--- config.mk ---
export PLATFORM = sky130hd
export DESIGN_NAME = pszs_ratio_ram
export DESIGN_NICKNAME = d
export VERILOG_FILES = /design/src/design/pszs_pkg.sv /design/src/design/pszs_ratio_ram.sv
export SDC_FILE = /design/constraint.sdc
export NUM_CORES = 1
export LEC_CHECK = 0
export BUFFER_PORTS_ARGS = -buffer_cell sky130_fd_sc_hd__buf_2
export CELL_PAD_IN_SITES_DETAIL_PLACEMENT = 1
export CELL_PAD_IN_SITES_GLOBAL_PLACEMENT = 1
export CORE_ASPECT_RATIO = 0.7
export CORE_MARGIN = 2
export CORE_UTILIZATION = 45
export DETAILED_ROUTE_END_ITERATION = 10
export PLACE_DENSITY = 0.78
export SYNTH_ARGS = -nofsm -noshare
export SYNTH_HDL_FRONTEND = slang
export SYNTH_SLANG_ARGS = --single-unit
--- constraint.sdc ---
create_clock -name clock -period 3.8 [get_ports clock]
set_clock_uncertainty 0.2 [all_clocks]
set_input_delay 0.76 -clock clock [delete_from_list [all_inputs] [get_ports clock]]
set_output_delay 0.76 -clock clock [all_outputs]
set_load 0.005 [all_outputs]
--- src/design/pszs_pkg.sv ---
package pszs_pkg;

   localparam int WINDOW = 30;
   localparam int PTR_W = 5;
   localparam int RATIO_W = 24;
   localparam int SUM_W = 29;
   localparam int SQ_W = 53;

   localparam logic [1:0] ACT_HOLD = 2'd0;
   localparam logic [1:0] ACT_BUY  = 2'd1;
   localparam logic [1:0] ACT_SELL = 2'd2;
   localparam logic [1:0] ACT_LIQ  = 2'd3;

   localparam logic CSR_ENTER = 1'b0;
   localparam logic CSR_EXIT  = 1'b1;

   localparam logic [RATIO_W-1:0] RATIO_MAX = {RATIO_W{1'b1}};

   // handshake between the sequencer and the shared divider
   typedef struct packed {
      logic        start;
      logic [63:0] dividend;
      logic [63:0] divisor;
   } div_req_type;

   typedef struct packed {
      logic        done;
      logic [63:0] quotient;
   } div_rsp_type;

endpackage

--- src/design/pszs_ratio_ram.sv ---
module pszs_ratio_ram (
   input  logic                          clock,
   input  logic                          wr_en,
   input  logic [pszs_pkg::PTR_W-1:0]    wr_addr,
   input  logic [pszs_pkg::RATIO_W-1:0]  wr_data,
   input  logic [pszs_pkg::PTR_W-1:0]    rd_addr,
   output logic [pszs_pkg::RATIO_W-1:0]  rd_data
);
   import pszs_pkg::*;

   logic [RATIO_W-1:0] mem [WINDOW];
   logic [RATIO_W-1:0] rd_ff;

   always_ff @(posedge clock) begin
      if (wr_en) begin
         mem[wr_addr] <= wr_data;
      end
      rd_ff <= mem[rd_addr];
   end

   assign rd_data = rd_ff;
endmodule
==> results.md <==
* Status: complete, no violations
* DRT Pass-1 Iters at 5
* Fin. Hold Viols at 0
* Most frequent cells in the layout: edfxtp_1 (720), mux2i_1 (146), clkbuf_16 (73)
* Final Max Tran Viols at 0
* Gpl congestion at a little over 0.8
* Initial DRC count at about 1800
* Arr. time, crit path at approximately 2900 ps
* Total number of vias at between 10000 and 15000
* Die X at 305.0 um
* CTS tree: yes
* Critical Path, Cell by Cell: buf_2 > buf_4 > nor3b_4 > a22oi_1 > nand4_1 > nand3_1
* IO buf count at 59
* Max Fanout on Critical Path at 23
* Die H at 214.7 um
* CTS Buf Count at 70
* Clk_lat worst skew at 610 ps
* Routed WL at 74450 um
* Post-route ant nets at 0
* CP max-delay cell: nor3b_4
* Syn-to-layout area delta at 13.15%
* Area contributors post-synth: edfxtp_1 (76%), mux2i_1 (5.1%), mux4_2 (5.0%)
* Mux share of post-synthesis cell area at 14.59%
* Final period util at about two thirds
* Starting density of the core at between 40 and 50%
* Detailed-route DRC error count at 0
* Max Cap Viol at 0
* Xor/xnor share of the synthesized area at 0%
* Placeable Area at 0.06291 mm^2
* Post-CTS Hold Fix Bufs at 0
* Gr usage total at 22.89%
* Post-synth cell types at 42
* Leak at 10.60 nW
* Reg2reg path depth at 4
* CP max stage delay at 560 ps
* Netlist Area Pre-Place at between 0.02 and 0.03 mm^2
* Setup TNS at 0 ps
* Post-synthesis sequential element count at ~740
* Finish-stage setup viols at 0
* CP required at slightly above 4000 ps
* Synth Area in Adders at 0%
* Vias per inst at 6.096
* Fmax at 0.3833 GHz
* Root buffer cell: clkbuf_16
* Bufs on Longest Clock Path at 3
* Synth Area in Compound Gates at 3.187%
* First-pass GRT wire length at around 110000 um
* Row Count at 77
* Congestion Overflow GR at 0
* Worst slew margin at about 28%
* Power per cell area at 516.8 mW/mm^2
* Total clock sinks at 744
* # nets final at 1531
* Hold path depth at 4
* Worst hold-check path type: register to register
* Largest net degree at the start of global routing at 59
* Post-CTS setup repair buffer count at 0
* Syn nets at 1406
* Post-CTS resize count at 0
* Per-cell routed wire length at 31.27 um
* Largest family of logic cells by synthesized area: multiplexers
* Unrepaired setup endpoints after global routing: no
* Placed cell area at 0.03015 mm^2
* Worst setup EP type: register
* Die area at 0.06549 mm^2
* Syn avg cell area at approximately 21 um^2
* Crit Path Category: primary input to register
* Post-synth top area share at 75.75%
* Yosys top cell by area: edfxtp_1
* Worst-margin pin slew at 1083 ps
* Post-synthesis sequential area ratio at 77.43%
* Maximum VDD drop at 0.3203 mV
* Final Core Density at 51.34%
* Vias in the first global route at 15080
* Layout cell share with drive strength beyond 1 at between 20 and 25%
* Fin crit period at 2609 ps
* Detailed Place HPWL at 44460 um
* Synth Area in Simple Gates at 3.047%
* Htree depth at 3
* Mapped Cells at ~1400
* Design area at 0.03230 mm^2
* CP Launch Type: primary input
* Antenna violations before repair at 7
* YS warnings at 0
* Clock slew at reported path FFs at 60 ps
* Most common cell after layout, fill and taps aside: edfxtp_1
* Ports at 60
power by group:
part | switching, mW | internal [mW] | leakage [nW]
Combinational | 0.551 | 0.304 | 2.86
Sequential | 0.0572 | 9.12 | 6.69
Clock | 2.92 | 3.74 | 1.05
Total | 3.53 | 13.2 | 10.6
critical path: cells and delay by family:
kind                   cells  cell delay [ps]
AO/OA/AOI/OAI              1              220
buffers and inverters      2              860
AND/OR/NAND/NOR            3             1000
metal layers:
metal  up-vias  part of all wire [%]  global-route usage, %
met4         6                   2.9                  7.063
met5         -                 0.052                      0
li1       5970                     -                      -
met1      7657                    42                  32.44
met2       742                    45                  34.65
met3       140                    10                  6.410
synth_stat cells (all sizes together):
| library cell | instances |
|---|---|
| edfxtp | 720 |
| mux2i | 146 |
| mux4 | 103 |
| buf | 54 |
| a22oi | 52 |
| nand2 | 41 |
| nor2 | 34 |
| o22ai | 33 |
| dfxtp | 24 |
| mux2 | 21 |
| nand3 | 21 |
| a21oi | 20 |
| clkbuf | 11 |
| nor4 | 11 |
| a21boi | 9 |
| nand4 | 9 |
| or2 | 9 |
| nand3b | 8 |
| o221ai | 8 |
| nor2b | 5 |
| nor3 | 5 |
| a211o | 4 |
| o211ai | 4 |
| or3b | 4 |
| and2 | 3 |
| nand2b | 3 |
| nor3b | 3 |
| and3b | 2 |
| or3 | 2 |
| inv | 1 |
layout make-up:
class	count	area [um^2]
Clock buffer	105	2017
Inverter	1	3.754
Antenna cell	4	10.01
Clock inverter	20	117.6
Timing Repair Buffer	118	840.8
Tap cell	829	1037
Sequential cell	744	22100
Fill cell	5595	30620
Multi-Input combinational cell	560	6168
final timing paths:
check,startpoint,slack (ps),to
max,rd_addr[1],1190,rd_data[18]
min,mem[0][18],410,rd_data[18]
max reg2reg,mem[25][21],1940,rd_data[21]
min reg2reg,mem[0][18],410,rd_data[18]
registers in the layout, summed over array words and instances, names as in the netlist:
signal / cells
mem: 720
rd_data: 24
per-stage QoR:
step	hold slack, ps	std cells	worst slack (ps)	power (mW)
2_1_floorplan	346.4	1370	753.0	9.789
3_3_place_gp	381.4	2252	660.2	10.16
3_5_place_dp	400.2	2252	598.4	10.20
4_1_cts	411.5	2377	1266	16.77
5_1_grt	462.0	2377	1100	17.10
6_report	412.1	2381	1191	16.69
kinds of logic after synthesis:
group           count (synthesis)
simple gates                  160
flops                         744
buf+inv                        66
compound gates                130
mux                           270
Power figures use the tool's default switching activity.
