<file path="config.mk">
export PLATFORM = sky130hd
export DESIGN_NAME = pszs_divider
export DESIGN_NICKNAME = d
export VERILOG_FILES = /design/src/design/pszs_pkg.sv /design/src/design/pszs_divider.sv
export SDC_FILE = /design/constraint.sdc
export NUM_CORES = 1
export LEC_CHECK = 0
export BUFFER_PORTS_ARGS = -buffer_cell sky130_fd_sc_hd__buf_2
export CORE_MARGIN = 2
export CORE_UTILIZATION = 58
export CTS_BUF_LIST = sky130_fd_sc_hd__clkbuf_16
export CTS_CLUSTER_DIAMETER = 50
export CTS_CLUSTER_SIZE = 25
export DETAILED_ROUTE_END_ITERATION = 6
export PLACE_DENSITY_LB_ADDON = 0.08
export RECOVER_POWER = 25
export SLEW_MARGIN = 20
export SYNTH_ARGS = -nofsm -noshare
export SYNTH_HDL_FRONTEND = slang
export SYNTH_SLANG_ARGS = --single-unit
</file>
<file path="constraint.sdc">
create_clock -name clock -period 4.18 [get_ports clock]
set_input_delay 0.418 -clock clock [delete_from_list [all_inputs] [get_ports clock]]
set_output_delay 0.418 -clock clock [all_outputs]
set_load 0.01 [all_outputs]
</file>
<file path="src/design/pszs_pkg.sv">
package pszs_pkg;

   localparam int WINDOW = 30;
   localparam int PTR_W = 5;
   localparam int RATIO_W = 24;
   localparam int SUM_W = 29;
   localparam int SQ_W = 53;

   localparam logic [1:0] ACT_HOLD = 2'd0;
   localparam logic [1:0] ACT_BUY  = 2'd1;
   localparam logic [1:0] ACT_SELL = 2'd2;
   localparam logic [1:0] ACT_LIQ  = 2'd3;

   localparam logic CSR_ENTER = 1'b0;
   localparam logic CSR_EXIT  = 1'b1;

   localparam logic [RATIO_W-1:0] RATIO_MAX = {RATIO_W{1'b1}};

   // handshake between the sequencer and the shared divider
   typedef struct packed {
      logic        start;
      logic [63:0] dividend;
      logic [63:0] divisor;
   } div_req_type;

   typedef struct packed {
      logic        done;
      logic [63:0] quotient;
   } div_rsp_type;

endpackage

</file>
<file path="src/design/pszs_divider.sv">
module pszs_divider (
   input  logic                 clock,
   input  logic                 reset,
   input  pszs_pkg::div_req_type div_req,
   output pszs_pkg::div_rsp_type div_rsp
);
   import pszs_pkg::*;

   // restoring divider, one quotient bit per cycle
   logic [63:0] quo_ff, quo_in;
   logic [64:0] rem_ff, rem_in;
   logic [63:0] dvs_ff, dvs_in;
   logic [6:0]  cnt_ff, cnt_in;
   logic        busy_ff, busy_in;
   logic        done_ff, done_in;
   logic [64:0] trial;

   always_comb begin
      quo_in  = quo_ff;
      rem_in  = rem_ff;
      dvs_in  = dvs_ff;
      cnt_in  = cnt_ff;
      busy_in = busy_ff;
      done_in = 1'b0;
      trial   = {rem_ff[63:0], quo_ff[63]};
      if (div_req.start) begin
         quo_in  = div_req.dividend;
         rem_in  = '0;
         dvs_in  = div_req.divisor;
         cnt_in  = 7'd0;
         busy_in = 1'b1;
      end else if (busy_ff) begin
         if (trial >= {1'b0, dvs_ff}) begin
            rem_in = trial - {1'b0, dvs_ff};
            quo_in = {quo_ff[62:0], 1'b1};
         end else begin
            rem_in = trial;
            quo_in = {quo_ff[62:0], 1'b0};
         end
         cnt_in = cnt_ff + 7'd1;
         if (cnt_ff == 7'd63) begin
            busy_in = 1'b0;
            done_in = 1'b1;
         end
      end
   end

   always_ff @(posedge clock) begin
      quo_ff <= quo_in;
      rem_ff <= rem_in;
      dvs_ff <= dvs_in;
      cnt_ff <= cnt_in;
      if (reset) begin
         busy_ff <= 1'b0;
         done_ff <= 1'b0;
      end else begin
         busy_ff <= busy_in;
         done_ff <= done_in;
      end
   end

   assign div_rsp.done     = done_ff;
   assign div_rsp.quotient = quo_ff;
endmodule

</file>
==> results of run 1 <==
-- metrics by stage --
| stage | area [sq um] | total power, W | utilization (%) | instances |
|---|---|---|---|---|
| after detailed placement | 13100 | 0.00367 | 64.3 | 1594 |
| after global placement | 13100 | 0.00365 | 64.3 | 1594 |
| after global routing | 13800 | 0.00596 | 68.1 | 1638 |
| after floorplan | 12000 | 0.00334 | - | 1179 |
| final | 13800 | 0.00569 | 68.1 | 1638 |
| after CTS | 13800 | 0.00573 | 68.2 | 1638 |
-- report_power, final --
| part | switching (W) | internal [W] |
|---|---|---|
| combinational | 0.000707 | 0.000528 |
| clock | 0.000903 | 0.00115 |
| sequential | 0.000101 | 0.00230 |
-- sequential cells by signal, summed over array words and instances, names as in the netlist --
| register | cells |
|---|---|
| cnt_ff | 7 |
| quo_ff | 64 |
| dvs_ff | 64 |
| done_ff | 1 |
| rem_ff | 64 |
| busy_ff | 1 |
-- metal layers --
layer,global-route usage [%],up-vias,share of wire (%)
li1,-,4678,-
met1,32.7,4384,44
met2,41.9,304,47
met3,6.39,52,7.1
met4,7.33,0,2.6
met5,0,-,0
-- cell families after synthesis --
family / Yosys count / share of synthesized area [%]
compound gates: 308 / 17.0
xor+xnor: 66 / 4.81
fa+ha+maj: 66 / 6.94
buf+inv: 140 / 5.67
flops: 201 / 44.2
mux: 119 / 10.6
simple gates: 279 / 10.8
-- final cells by class --
| cell class | instances | area, sq um |
|---|---|---|
| inverter | 81 | 304 |
| multi-input combinational | 838 | 6040 |
| fill | 1640 | 6470 |
| timing repair buffer | 204 | 1050 |
| clock buffer | 24 | 601 |
| clock inverter | 20 | 186 |
| sequential | 201 | 5310 |
| tap | 270 | 338 |
-- cells in the mapped netlist (all sizes together) (2+ instances only) --
cell	n	area share (%)
edfxtp	128	32
nor2	118	3.7
a21oi	85	3.6
inv	80	2.5
dfxtp	73	12
nand2	69	2.2
ha	65	6.8
mux2	64	6.0
a211oi	61	3.9
mux2i	55	4.6
o21ai	47	2.0
xnor2	41	3.0
clkbuf	39	1.8
a21o	38	2.4
xor2	25	1.8
buf	20	1.3
nand3	18	0.79
nor3	18	0.79
a31oi	16	0.89
nand4	14	0.85
o21bai	14	0.87
and3	10	0.53
o21a	7	0.44
nor2b	6	0.31
a21boi	5	0.31
a311oi	4	0.29
a31o	4	0.29
and2	4	0.23
nand2b	4	0.21
o211ai	4	0.25
nor4	3	0.16
o41ai	3	0.22
or3	3	0.16
a2111oi	2	0.15
a211o	2	0.15
a41o	2	0.17
nor3b	2	0.12
nor4b	2	0.20
o2111ai	2	0.20
o22ai	2	0.10
or2	2	0.10
-- worst paths after layout --
kind | start | end | slack (ns)
min reg2reg | rem_ff[7]$_SDFFE_PP0P_ | rem_ff[7]$_SDFFE_PP0P_ | 0.50
max reg2reg | dvs_ff[35]$_DFFE_PP_ | rem_ff[62]$_SDFFE_PP0P_ | 0.59
min | div_req[55] | dvs_ff[55]$_DFFE_PP_ | 0.06
max | dvs_ff[35]$_DFFE_PP_ | rem_ff[62]$_SDFFE_PP0P_ | 0.59
==> impl_metrics.json, run 1 <==
{
  "layout_setup_ws_ns": 0.593,
  "yosys.cell_types.count": 80,
  "worstSetupPathType": "reg -> reg",
  "syn-num-nets": 1376,
  "path_cells": "inv_1 > ha_1 > nand2_1 > o221ai_1 > o22ai_1 > or3_1 > a21oi_1 > o21ai_1 > a31oi_4 > buf_12 > nor2_1 > a311oi_1 > a21oi_1 > a311oi_1",
  "violations": "max-capacitance violations, max-slew violations",
  "critPathMaxStageDelay_ns": 0.45,
  "ctsRootBufferMaster": "clkbuf_16",
  "slew_headroom_pct": -21.6,
  "die_w_um": 148,
  "routed_wl_mm": 27.7,
  "cts.sinks": 201,
  "hold_slack_ns": 0.0571,
  "vdd_ir_drop_max_mv": 0.281,
  "netlist_instances": 1179,
  "fin_nets": 1547,
  "hold_viol": 0,
  "p_leak_nw": 5.82,
  "preCtsSetupSlack_ns": 0.609,
  "synth-edff-count": 128,
  "grt_pass1_wl_mm": 45.2,
  "antennaDiodeCount": 0,
  "ys_warn_count": 0,
  "setup_tns_ns": 0,
  "numCtsBuffers": 24,
  "min_path_type": "in -> reg",
  "clkLatencyLatePin_ns": 0.53,
  "syn_to_final_growth_pct": 15.1,
  "placementRows": 52,
  "cp_data_arrival_time_ns": 4.03,
  "final_cell_mix": "buf_2, edfxtp_1, nor2_1",
  "cp-end-kind": "register",
  "cp_max_fo": 57,
  "clk_path_buf_depth": 3,
  "drc_errors": 0,
  "crit_required_ns": 4.62,
  "fmax_mhz": 279,
  "postCtsHoldBufs": 0,
  "ys_ff_latch": 201,
  "first_iter_violations": 470,
  "drive_gt1_share_pct": 23.9,
  "power_density_mw_per_mm2": 412,
  "drtAntennaViolNets": 0,
  "globalRouteOverflowTotal": 0,
  "status": "finished, violations left",
  "worstMarginPinSlew_ns": 1.82,
  "whs_path_depth": 1,
  "syn_area_per_cell_sq_um": 10.2,
  "slew_violations": 54,
  "r2r.worst_path.cells": 14,
  "synth_seq_area_share_pct": 44.2,
  "core_sq_mm": 0.0203,
  "ios": 196,
  "fin_skew_ns": 0.0132,
  "dr.pass1.iters": 5,
  "grt_max_degree": 78,
  "grt_usage_pct": 25.2,
  "grt_pass1_vias": 9239,
  "critPathTopFamily": "compound AO/OA/AOI/OAI gates",
  "gp_congestion": 0.914,
  "critPathBufInv": 2,
  "wl_per_cell_um": 16.9,
  "period_share_pct": 85.8,
  "cts_tree": "built",
  "start_util_pct": 59.2,
  "vias": 9418,
  "synthesis.area_sq_mm": 0.0120,
  "crit_path_start_kind": "register",
  "crit_slowest_cell": "ha_1",
  "cts_setup_buffers": 0,
  "antenna_found_initial": 0,
  "routed_via_density": 5.75,
  "fp.dieArea_sq_mm": 0.0219,
  "layout_commonest_cell": "buf_2",
  "path_clk_slew_ns": 0.07,
  "setup_violations": 0,
  "rsz0062_at_grt": "false",
  "maxCapViolations": 1,
  "synthFlopType": "edfxtp_1",
  "async_flop_share_pct": 0,
  "fin_crit_ns": 3.59,
  "io_buffers": 195,
  "die_y_um": 148,
  "cts_max_level": 1,
  "cts_resized": 0,
  "hpwl_mm": 20.1,
  "crit_cells": 14
}
Note: power is estimated with default switching activity, not from simulation.
==> run 2: changes to the inputs <==
--- a/config.mk
+++ b/config.mk
@@ -7,7 +7,7 @@
 export LEC_CHECK = 0
 export BUFFER_PORTS_ARGS = -buffer_cell sky130_fd_sc_hd__buf_2
 export CORE_MARGIN = 2
-export CORE_UTILIZATION = 58
+export CORE_UTILIZATION = 62
 export CTS_BUF_LIST = sky130_fd_sc_hd__clkbuf_16
 export CTS_CLUSTER_DIAMETER = 50
 export CTS_CLUSTER_SIZE = 25
==> constraint.sdc (replaced) <==
create_clock -name clock -period 4.44 [get_ports clock]
set_input_delay 0.444 -clock clock [delete_from_list [all_inputs] [get_ports clock]]
set_output_delay 0.444 -clock clock [all_outputs]
set_load 0.01 [all_outputs]
==> run 2 against run 1 <==
The flow still finishes with violations (max-capacitance violations, max-slew violations). Critical path depth down 2. Combinational power down 5%. Register-to-register slack worse by 0.05 ns. Clock-buffer cell count up 1. Sequential share of layout area down 0.18 points. Non-clock buffer count down 1. Design area up 0.53%. Clock power up 2%. Total power down 2.6%. Clock skew about the same. Critical path type unchanged. Largest cell class unchanged. Largest power group unchanged.
==> impl_metrics.json, run 2 (synthesis gave the netlist of run 1 again) <==
{
  "status": "finished, violations left",
  "violations": "max-capacitance violations, max-slew violations",
  "reg2reg_setup_slack_ns": 0.54,
  "crit_required_ns": 4.67,
  "antennaDiodeCount": 0,
  "r2r-start": "dvs_ff[35]$_DFFE_PP_",
  "dr.pass1.iters": 6,
  "vdd_ir_drop_max_mv": 0.383,
  "hpwl_mm": 19.9,
  "grt_pass1_vias": 9238,
  "clkLatencyLatePin_ns": 0.53,
  "cp_max_fo": 23,
  "io_buffers": 195,
  "postCtsHoldBufs": 0,
  "cp-end-kind": "register",
  "path_clk_slew_ns": 0.06,
  "setup_tns_ns": 0,
  "slew_violations": 150,
  "numCtsBuffers": 25,
  "multi_input_area_sq_mm": 0.00604,
  "worstMarginPinSlew_ns": 3.45,
  "core_sq_mm": 0.0188,
  "fin_skew_ns": 0.0137,
  "die_w_um": 143,
  "p_leak_nw": 5.88,
  "fin_crit_ns": 3.90,
  "drtAntennaViolNets": 0,
  "met3_length_mm": 1.93,
  "syn_to_final_growth_pct": 15.7,
  "fp.dieArea_sq_mm": 0.0205,
  "rsz0062_at_grt": "false",
  "fin_nets": 1547,
  "final_cell_mix": "buf_2, edfxtp_1, nor2_1",
  "period_share_pct": 87.8,
  "worstHoldStart": "reset",
  "first_iter_violations": 592,
  "power_density_mw_per_mm2": 399,
  "ctsRootBufferMaster": "clkbuf_16",
  "r2r_end": "rem_ff[47]$_SDFFE_PP0P_",
  "crit_path_start_kind": "register",
  "cts_resized": 0,
  "vias": 9427,
  "setup_violations": 0,
  "start_util_pct": 63.8,
  "clk_path_buf_depth": 3,
  "routed_wl_mm": 28.0,
  "die_y_um": 143,
  "reg_top3": "dvs_ff: 64 flops, quo_ff: 64 flops, rem_ff: 64 flops",
  "drt-met1-wl_mm": 12.2,
  "grt_usage_pct": 27.1,
  "globalRouteOverflowTotal": 0,
  "min_path_type": "in -> reg",
  "slew_headroom_pct": -130,
  "wl_per_cell_um": 17.2,
  "grt_max_degree": 150,
  "drc_errors": 0,
  "utilization_pct": 73.8,
  "fmax_mhz": 257,
  "wl_met2_mm": 12.9,
  "cts_tree": "built",
  "fillers": 1338,
  "r2r.worst_path.cells": 12,
  "min_to": "busy_ff$_SDFF_PP0_",
  "layout_commonest_cell": "buf_2",
  "top_layer": "met4",
  "ios": 196,
  "gp_congestion": 0.960,
  "antenna_found_initial": 1,
  "cts_setup_buffers": 0,
  "maxCapViolations": 1,
  "hold_viol": 0,
  "cts.sinks": 201,
  "worstSetupPathType": "reg -> reg",
  "grt_pass1_wl_mm": 45.1,
  "placementRows": 50,
  "cts_max_level": 1,
  "drive_gt1_share_pct": 24.6,
  "routed_via_density": 5.79,
  "cp_data_arrival_time_ns": 4.13,
  "whs_path_depth": 2,
  "seqCellArea_sq_mm": 0.00531
}
-- run 2: cell count changes in the layout (fill, tap and decap cells not counted), moves of 2 or more --
cell,before,now
buf_2,186,193
clkbuf_1,8,1
clkinv_1,4,1
buf_4,8,6
bufinv_16,1,3
clkinv_4,4,2
inv_1,80,82
-- run 2: area by class of cell --
type | count | area share, %
sequential | 201 | 38.2
inverter | 81 | 2.19
clock inverter | 21 | 1.76
clock buffer | 25 | 4.50
timing repair buffer | 203 | 7.56
tap | 260 | 2.34
multi-input combinational | 838 | 43.5
-- run 2: report_power, final --
group | total, W | switching, W | internal [W]
logic | 0.00118 | 0.000672 | 0.000504
clock network | 0.00210 | 0.000862 | 0.00124
registers | 0.00226 | 0.0000944 | 0.00217
total | 0.00554 | 0.00163 | 0.00392
-- run 2: through the flow --
step | setup WS (ns) | cells | instance area, sq um | total power (W) | hold WS [ns]
4_1_cts | 0.732 | 1629 | 13900 | 0.00557 | 0.0636
6_report | 0.544 | 1629 | 13900 | 0.00554 | 0.0782
2_1_floorplan | 1.40 | 1179 | 12000 | 0.00314 | 0.454
3_5_place_dp | 0.748 | 1583 | 13000 | 0.00345 | 0.484
5_1_grt | 0.258 | 1629 | 13900 | 0.00579 | 0.0691
3_3_place_gp | 0.886 | 1583 | 13000 | 0.00343 | 0.472
-- run 2: worst max path at each step --
stage	from	endpoint	slack, ns	cells past startpoint
floorplan	quo_ff[63]$_DFFE_PP_	rem_ff[62]$_SDFFE_PP0P_	1.40	14
global placement	dvs_ff[35]$_DFFE_PP_	rem_ff[46]$_SDFFE_PP0P_	0.89	12
detailed placement	dvs_ff[35]$_DFFE_PP_	rem_ff[40]$_SDFFE_PP0P_	0.75	12
CTS	dvs_ff[35]$_DFFE_PP_	rem_ff[47]$_SDFFE_PP0P_	0.73	12
global route	dvs_ff[35]$_DFFE_PP_	rem_ff[4]$_SDFFE_PP0P_	0.26	12
finish	dvs_ff[35]$_DFFE_PP_	rem_ff[47]$_SDFFE_PP0P_	0.54	12
-- run 2: layer usage --
layer / vias to the layer above / global-route usage, %
met5: - / 0
met4: 0 / 8.75
met3: 58 / 6.07
met2: 333 / 45.2
met1: 4367 / 35.3
li1: 4669 / -
-- run 2: worst max-delay path, cell delays in order (launching register included) --
cell and delay, ns:
edfxtp_1 0.33, inv_1 0.04, ha_1 0.43, nand2_1 0.15, o221ai_1 0.27, o22ai_1 0.15, or3_1 0.37, a21oi_1 0.18
o21ai_1 0.13, a31oi_4 0.77, buf_4 0.41, mux2i_1 0.25, a211oi_1 0.10
==> run 3: changes to the inputs <==
==> constraint.sdc (replaced) <==
create_clock -name clock -period 4.6 [get_ports clock]
set_input_delay 0.46 -clock clock [delete_from_list [all_inputs] [get_ports clock]]
set_output_delay 0.46 -clock clock [all_outputs]
set_load 0.01 [all_outputs]
==> run 3 against run 2 <==
The flow still finishes with violations (max-capacitance violations, max-slew violations). Clock-buffer cell count is 1 lower. Critical path depth unchanged. Non-clock buffer count rose by 2. Core utilization decreased by 0.25 points. Sequential power fell by 4%. Via count fell by 0.66%. Wire length fell by 2.3%. Register-to-register slack improved by 0.28 ns. Worst hold slack improved by 0.016 ns. Die area is the same. Critical path type unchanged. Largest power group unchanged.
==> impl_metrics.json, run 3 (synthesis gave the netlist of run 1 again) <==
{
  "cp-end-kind": "register",
  "worstSetupPathType": "reg -> reg",
  "start_util_pct": 63.8,
  "routed_wl_mm": 27.3,
  "dr.pass1.iters": 5,
  "grt_max_degree": 89,
  "p_leak_nw": 5.85,
  "fin_crit_ns": 3.78,
  "io_buffers": 195,
  "crit_slowest_cell": "a31oi_4",
  "placedInstanceArea_sq_mm": 0.0130,
  "critPathBufInv": 2,
  "core_sq_mm": 0.0188,
  "gp_congestion": 0.991,
  "antenna_found_initial": 0,
  "cp_max_fo": 23,
  "clkLatencyLatePin_ns": 0.54,
  "critPathMaxStageDelay_ns": 0.72,
  "cts_resized": 0,
  "seqCellArea_sq_mm": 0.00531,
  "cts_setup_buffers": 0,
  "maxCapViolations": 1,
  "critPathTopFamily": "compound AO/OA/AOI/OAI gates",
  "hold_slack_ns": 0.0943,
  "fin_skew_ns": 0.0144,
  "crit_required_ns": 4.83,
  "multi_input_area_sq_mm": 0.00604,
  "path_cells": "inv_1 > ha_1 > nand2_1 > o221ai_1 > o22ai_1 > or3_1 > a21oi_1 > o21ai_1 > a31oi_4 > buf_4 > mux2i_1 > a211oi_1",
  "routed_via_density": 5.75,
  "fmax_mhz": 265,
  "postCtsHoldBufs": 0,
  "wl_per_cell_um": 16.8,
  "power.total_w": 0.00524,
  "slew_headroom_pct": -115,
  "grt_usage_pct": 26.8,
  "syn_to_final_growth_pct": 15.3,
  "period_share_pct": 82.1,
  "drc_errors": 0,
  "ios": 196,
  "die_y_um": 143,
  "fin_nets": 1548,
  "fillers": 1361,
  "layout_commonest_cell": "buf_2",
  "clk_path_buf_depth": 3,
  "final_area_sq_mm": 0.0139,
  "hold_viol": 0,
  "setup_violations": 0,
  "grt_pass1_wl_mm": 44.7,
  "placementRows": 50,
  "die_w_um": 143,
  "drtAntennaViolNets": 0,
  "numCtsBuffers": 24,
  "cts.sinks": 201,
  "final_cell_mix": "buf_2, edfxtp_1, nor2_1",
  "rsz0062_at_grt": "false",
  "crit_path_start_kind": "register",
  "antennaDiodeCount": 0,
  "fp.dieArea_sq_mm": 0.0205,
  "first_iter_violations": 542,
  "power_density_mw_per_mm2": 378,
  "ctsRootBufferMaster": "clkbuf_16",
  "layout_setup_ws_ns": 0.823,
  "violations": "max-capacitance violations, max-slew violations",
  "cts_tree": "built",
  "worstMarginPinSlew_ns": 3.23,
  "cts_max_level": 1,
  "drive_gt1_share_pct": 24.5,
  "reg_top3": "dvs_ff: 64 flops, quo_ff: 64 flops, rem_ff: 64 flops",
  "preCtsSetupSlack_ns": 0.943,
  "path_clk_slew_ns": 0.07,
  "vdd_ir_drop_max_mv": 0.378,
  "min_path_type": "in -> reg",
  "cp_data_arrival_time_ns": 4.01,
  "setup_tns_ns": 0,
  "grt_pass1_vias": 9241,
  "slew_violations": 71,
  "status": "finished, violations left",
  "hpwl_mm": 19.9,
  "globalRouteOverflowTotal": 0,
  "vias": 9365
}
[run 3: path summary, 6_finish.rpt]
path                           from                      end  slack, ns  cells after the start
max reg2reg    dvs_ff[35]$_DFFE_PP_  rem_ff[34]$_SDFFE_PP0P_       0.82                     12
min reg2reg  cnt_ff[5]$_SDFFE_PP0P_   cnt_ff[5]$_SDFFE_PP0P_       0.49                      2
min                     div_req[51]     dvs_ff[51]$_DFFE_PP_       0.09                      1
max            dvs_ff[35]$_DFFE_PP_  rem_ff[34]$_SDFFE_PP0P_       0.82                     12
[run 3: per-stage QoR]
step	utilization [%]	std cells
3_5_place_dp	69.2	1585
4_1_cts	73.6	1629
2_1_floorplan	-	1179
6_report	73.6	1629
3_3_place_gp	69.2	1585
5_1_grt	73.6	1629
[run 3: power breakdown]
part | leakage, nW | internal, W | switching [W]
Sequential | 1.87 | 0.00209 | 0.0000909
Clock | 0.396 | 0.00110 | 0.000832
Combinational | 3.58 | 0.000480 | 0.000642
[run 3: cell type report]
| type | instances | area share [%] |
|---|---|---|
| inverters | 81 | 2.19 |
| well taps | 260 | 2.35 |
| repair buffers | 205 | 7.61 |
| flip-flops and latches | 201 | 38.3 |
| clock buffers | 24 | 4.34 |
| clock inverters | 20 | 1.59 |
| multi-input cells | 838 | 43.6 |
[run 3: layer usage]
| metal | up-vias | track usage [%] | routed length, um |
|---|---|---|---|
| met4 | 0 | 8.39 | 838 |
| met2 | 290 | 44.3 | 12600 |
| li1 | 4671 | - | - |
| met3 | 57 | 5.47 | 1650 |
| met5 | - | 0 | 0 |
| met1 | 4347 | 35.6 | 12300 |
